File: src/rtl/core/whmc_pkg.sv
// Shared types and constants of the weighted Hamming match counter.
// Used by whmc_ctrl, whmc_dpath and weighted_hamming_match_count.
`timescale 1ns / 1ps
`default_nettype none

package whmc_pkg;

  localparam int PAT_W   = 12;
  localparam int DEPTH   = 1 << PAT_W;
  localparam int CNT_W   = 20;
  localparam int WGT_W   = 7;
  localparam int WREG_W  = 42;
  localparam int THR_W   = 7;
  localparam int HALF    = 6;
  localparam int HALF_W  = 10;
  localparam int SIM_W   = 11;

  typedef enum logic [0:0] {
    REG_WEIGHTS_LOW  = 1'b0,
    REG_WEIGHTS_HIGH = 1'b1
  } cfg_reg_t;

  typedef struct packed {
    logic load;
    logic addr_inc;
    logic wr_zero;
    logic rd_item;
    logic wr_inc;
    logic scan_rd;
  } dp_cmd_t;

  typedef struct packed {
    logic addr_last;
  } dp_status_t;

endpackage

`default_nettype wire

File: src/rtl/core/whmc_ctrl.sv
// Sequencer of the weighted Hamming match counter: clearing pass, insert
// read-modify-write and query scan. Depends on whmc_pkg.
`timescale 1ns / 1ps
`default_nettype none

module whmc_ctrl (
  input  wire logic                 clk,
  input  wire logic                 rst_n,
  input  wire logic                 start,
  input  wire logic                 in_kind,
  input  wire whmc_pkg::dp_status_t status,
  output whmc_pkg::dp_cmd_t         cmd,
  output logic                      busy,
  output logic                      out_valid
);

  typedef enum logic [8:0] {
    S_CLEAR  = 9'b000000001,
    S_IDLE   = 9'b000000010,
    S_INS_RD = 9'b000000100,
    S_INS_WR = 9'b000001000,
    S_SCAN   = 9'b000010000,
    S_DRAIN1 = 9'b000100000,
    S_DRAIN2 = 9'b001000000,
    S_DRAIN3 = 9'b010000000,
    S_DONE   = 9'b100000000
  } state_t;

  state_t state_r;
  state_t state_nxt;

  always_ff @(posedge clk) begin
    if (!rst_n) begin
      state_r <= S_CLEAR;
    end else begin
      state_r <= state_nxt;
    end
  end

  always_comb begin
    state_nxt = state_r;
    cmd       = '0;
    unique case (state_r)
      S_CLEAR: begin
        cmd.wr_zero  = 1'b1;
        cmd.addr_inc = 1'b1;
        if (status.addr_last) begin
          state_nxt = S_IDLE;
        end
      end
      S_IDLE: begin
        if (start) begin
          cmd.load  = 1'b1;
          state_nxt = in_kind ? S_SCAN : S_INS_RD;
        end
      end
      S_INS_RD: begin
        cmd.rd_item = 1'b1;
        state_nxt   = S_INS_WR;
      end
      S_INS_WR: begin
        cmd.wr_inc = 1'b1;
        state_nxt  = S_IDLE;
      end
      S_SCAN: begin
        cmd.scan_rd  = 1'b1;
        cmd.addr_inc = 1'b1;
        if (status.addr_last) begin
          state_nxt = S_DRAIN1;
        end
      end
      S_DRAIN1: state_nxt = S_DRAIN2;
      S_DRAIN2: state_nxt = S_DRAIN3;
      S_DRAIN3: state_nxt = S_DONE;
      S_DONE:   state_nxt = S_IDLE;
      default:  state_nxt = S_CLEAR;
    endcase
  end

  assign busy      = (state_r != S_IDLE);
  assign out_valid = (state_r == S_DONE);

endmodule

`default_nettype wire

File: config.mk
export PLATFORM = sky130hd
export DESIGN_NAME = whmc_ctrl
export DESIGN_NICKNAME = d
export VERILOG_FILES = /design/src/rtl/core/whmc_pkg.sv /design/src/rtl/core/whmc_ctrl.sv
export SDC_FILE = /design/constraint.sdc
export NUM_CORES = 1
export LEC_CHECK = 0
export BUFFER_PORTS_ARGS = -buffer_cell sky130_fd_sc_hd__clkbuf_2
export CORE_AREA = 3 3 40 42
export CTS_CLUSTER_SIZE = 20
export DETAILED_ROUTE_END_ITERATION = 6
export DIE_AREA = 0 0 43 45
export SLEW_MARGIN = 15
export SYNTH_ARGS = -nofsm -noshare
export SYNTH_HDL_FRONTEND = slang
export SYNTH_SLANG_ARGS = --single-unit
File: constraint.sdc
create_clock -name clk -period 1.9 [get_ports clk]
set_input_delay 0.57 -clock clk [delete_from_list [all_inputs] [get_ports clk]]
set_output_delay 0.57 -clock clk [all_outputs]
set_load 0.005 [all_outputs]
==> flow_metrics.env <==
export IMPL_status="finished with violations"
export IMPL_violations="setup timing"
export IMPL_setup_slack_ns=-0.182
export IMPL_vias=557
export IMPL_fp_dieH_um=45
export IMPL_ys_seq_area_frac=0.330
export IMPL_gp_congestion=0.746
export IMPL_top_regs="state_r (9)"
export IMPL_final_cells=104
export IMPL_syn_inst=66
export IMPL_p_leak_nw=0.363
export IMPL_insertedDiodeCount=0
export IMPL_htree_levels=1
export IMPL_yosys_top_cells_area="dfxtp_1 33%, and3_1 8.0%, xor2_1 4.8%, nor2_1 4.1%, nor4_4 3.9%"
export IMPL_path_clk_slew_ns=0.06
export IMPL_dpl_cell_area_sq_um=667
export IMPL_arrival_ns=1.51
export IMPL_min_period_over_period=1.10
export IMPL_drv_cap=0
export IMPL_worst_pin_slew_ns=0.348
export IMPL_ys_ff_latch=9
export IMPL_ios=13
export IMPL_grtUsageMet3=0.0239
export IMPL_synth_top_area_frac=0.330
export IMPL_pwr_share_comb=0.167
export IMPL_async_flop_share=0
export IMPL_hold_viol=0
export IMPL_use_met2=0.249
export IMPL_rows=13
export IMPL_ctsHoldBuffers=0
export IMPL_grt_overflow=0
export IMPL_io_buffers=12
export IMPL_worst_setup_path_type="reg -> out"
export IMPL_antenna_found_initial=0
export IMPL_clk_insertion_delay_late_ns=0.26
export IMPL_grt_pass1_vias=492
export IMPL_power_per_cell_area_mw_per_mm2=549
export IMPL_end_kind="output pin"
export IMPL_drt_first_pass_iters=4
export IMPL_largest_register_ffs=9
export IMPL_swShare=0.270
export IMPL_grt_max_degree=13
export IMPL_syn_area_per_cell_sq_um=8.28
export IMPL_cts_tree="yes"
export IMPL_critical_path_startpoint_type="flip-flop"
export IMPL_yosysWarnings=0
export IMPL_clock_root_buffer="clkbuf_4"
export IMPL_p_seq_frac=0.482
export IMPL_wl_per_cell_um=12.5
export IMPL_grt_pass1_wl_mm=2.21
export IMPL_power_frac_clock=0.351
export IMPL_final_core_util=0.607
export IMPL_final_antenna_net_count=0
export IMPL_final_setup_tns_ns=-0.617
export IMPL_dpl_cell_count=98
export IMPL_setup_violations_final=4
export IMPL_synth_most_common_cell="dfxtp_1"
export IMPL_power_mw=0.428
export IMPL_regToRegSetupSlack_ns=0.22
export IMPL_syn_nets=71
export IMPL_grtUsageTotal=0.155
export IMPL_hold_path_class="in -> reg"
export IMPL_num_nets_final=95
export IMPL_timing_fmax_mhz=480
export IMPL_synth_edf_count=0
export IMPL_ys_flop_type="dfxtp_1"
export IMPL_p_switching_mw=0.116
export IMPL_cts_sinks=9
export IMPL_regMostFlops="state_r"
export IMPL_syn_cell_area_sq_um=547
export IMPL_die_w_um=43
export IMPL_slew_headroom=0.766
export IMPL_synth_top_cell_by_area="dfxtp_1"
export IMPL_cp_required_ns=1.33
export IMPL_drt_total_wl_mm=1.30
export IMPL_start_util=0.426
export IMPL_dp_hpwl_um=955
export IMPL_cp_max_fo=2
export IMPL_internal_power_mw=0.312
export IMPL_rsz0062_at_grt="yes"
export IMPL_design_area_sq_um=779
export IMPL_vdd_drop_max_mv=0.406
export IMPL_coreArea_sq_mm=0.00128
export IMPL_drtIter0Drc=9
export IMPL_clockBufferDepth=2
export IMPL_via_per_inst=5.36
export IMPL_n_fill_cell=120
export IMPL_clock_skew_ns=0.00361
export IMPL_use_met1=0.197
export IMPL_synth_commonest_cells="9 x dfxtp_1, 7 x and3_1, 6 x nor2_1"
export IMPL_slew_viol_final=0
export IMPL_drc=0
export IMPL_ys_types=30
export IMPL_top_usage_layer="met2"
export IMPL_area_growth_pct=42.6
export IMPL_drive_gt1_frac=0.494
export IMPL_dieArea_sq_mm=0.00194
export IMPL_period_needed_ns=2.08
export IMPL_cts_buffers=3
-- area by class of cell --
cell class	instances	area [sq um]	share of cell area
Multi-Input combinational cell	50	390	0.501
Sequential cell	9	194	0.249
Timing Repair Buffer	22	135	0.173
Clock buffer	4	26.3	0.0337
Tap cell	15	18.8	0.0241
Inverter	4	15.0	0.0193
-- power by group through the flow --
stage | Combinational, mW | Sequential (mW) | Clock, mW
after floorplan | 0.0436 | 0.202 | 0
after global placement | 0.0624 | 0.208 | 0
after detailed placement | 0.0622 | 0.207 | 0
after CTS | 0.0708 | 0.205 | 0.157
after global routing | 0.0799 | 0.207 | 0.163
final | 0.0715 | 0.206 | 0.150
-- worst max-delay path, stage by stage, from the launching register on --
cell,delay [ns]
dfxtp_2,0.33
nor4_4,0.29
nand2_2,0.09
buf_4,0.15
nor3_4,0.15
buf_4,0.15
clkbuf_2,0.10
-- kinds of logic after synthesis --
| group | share of synthesized area |
|---|---|
| xor gates and xnor gates | 0.0641 |
| and+or+nand+nor | 0.410 |
| DFF | 0.330 |
| buffers and inverters | 0.0618 |
| AOI/OAI and AO/OA | 0.135 |
-- timing repair --
| item | in CTS | in global routing |
|---|---|---|
| pin swaps | 10 | 1 |
| setup endpoints to repair | 7 | 8 |
| setup buffers | 2 | 0 |
| resized for setup | 17 | 6 |
| hold endpoints to repair | 0 | 0 |
-- metrics by stage --
stage | hold slack (ns) | setup WS [ns]
2_1_floorplan | 0.475 | 0.00930
3_3_place_gp | 0.520 | 0.0159
3_5_place_dp | 0.531 | 0.00190
4_1_cts | 0.477 | -0.222
5_1_grt | 0.487 | -0.282
6_report | 0.486 | -0.182
-- cell usage in the layout, fill, tap and decap left out, drive strengths merged --
master   count
nand3        2
a21o         1
o22a         1
xnor2        1
o41ai        1
and4         1
xor2         3
nor4         4
o2111ai      1
inv          4
dfxtp        9
nor2         6
o31ai        1
or3          1
nand2b       2
o21ai        2
or2          1
nand2        3
buf         11
and3         7
a21oi        3
o211ai       1
or4          2
nor3         3
nor2b        1
clkbuf      15
nor4b        2
-- per-layer routing --
layer	part of all wire	up-vias	wire length (um)
met5	0	-	0
met1	0.47	253	608
met4	0.021	0	27
li1	-	289	-
met2	0.47	11	614
met3	0.037	4	48
-- worst paths after layout --
check                     startpoint                       to  cells past startpoint
max          state_r[2]$_SDFFE_PN0P_                   cmd[0]                      6
min reg2reg  state_r[5]$_SDFFE_PN0P_  state_r[6]$_SDFFE_PN0P_                      2
min                          in_kind  state_r[2]$_SDFFE_PN0P_                      2
max reg2reg  state_r[2]$_SDFFE_PN0P_  state_r[1]$_SDFFE_PN0P_                      6
Note: power is estimated with default switching activity, not from simulation.
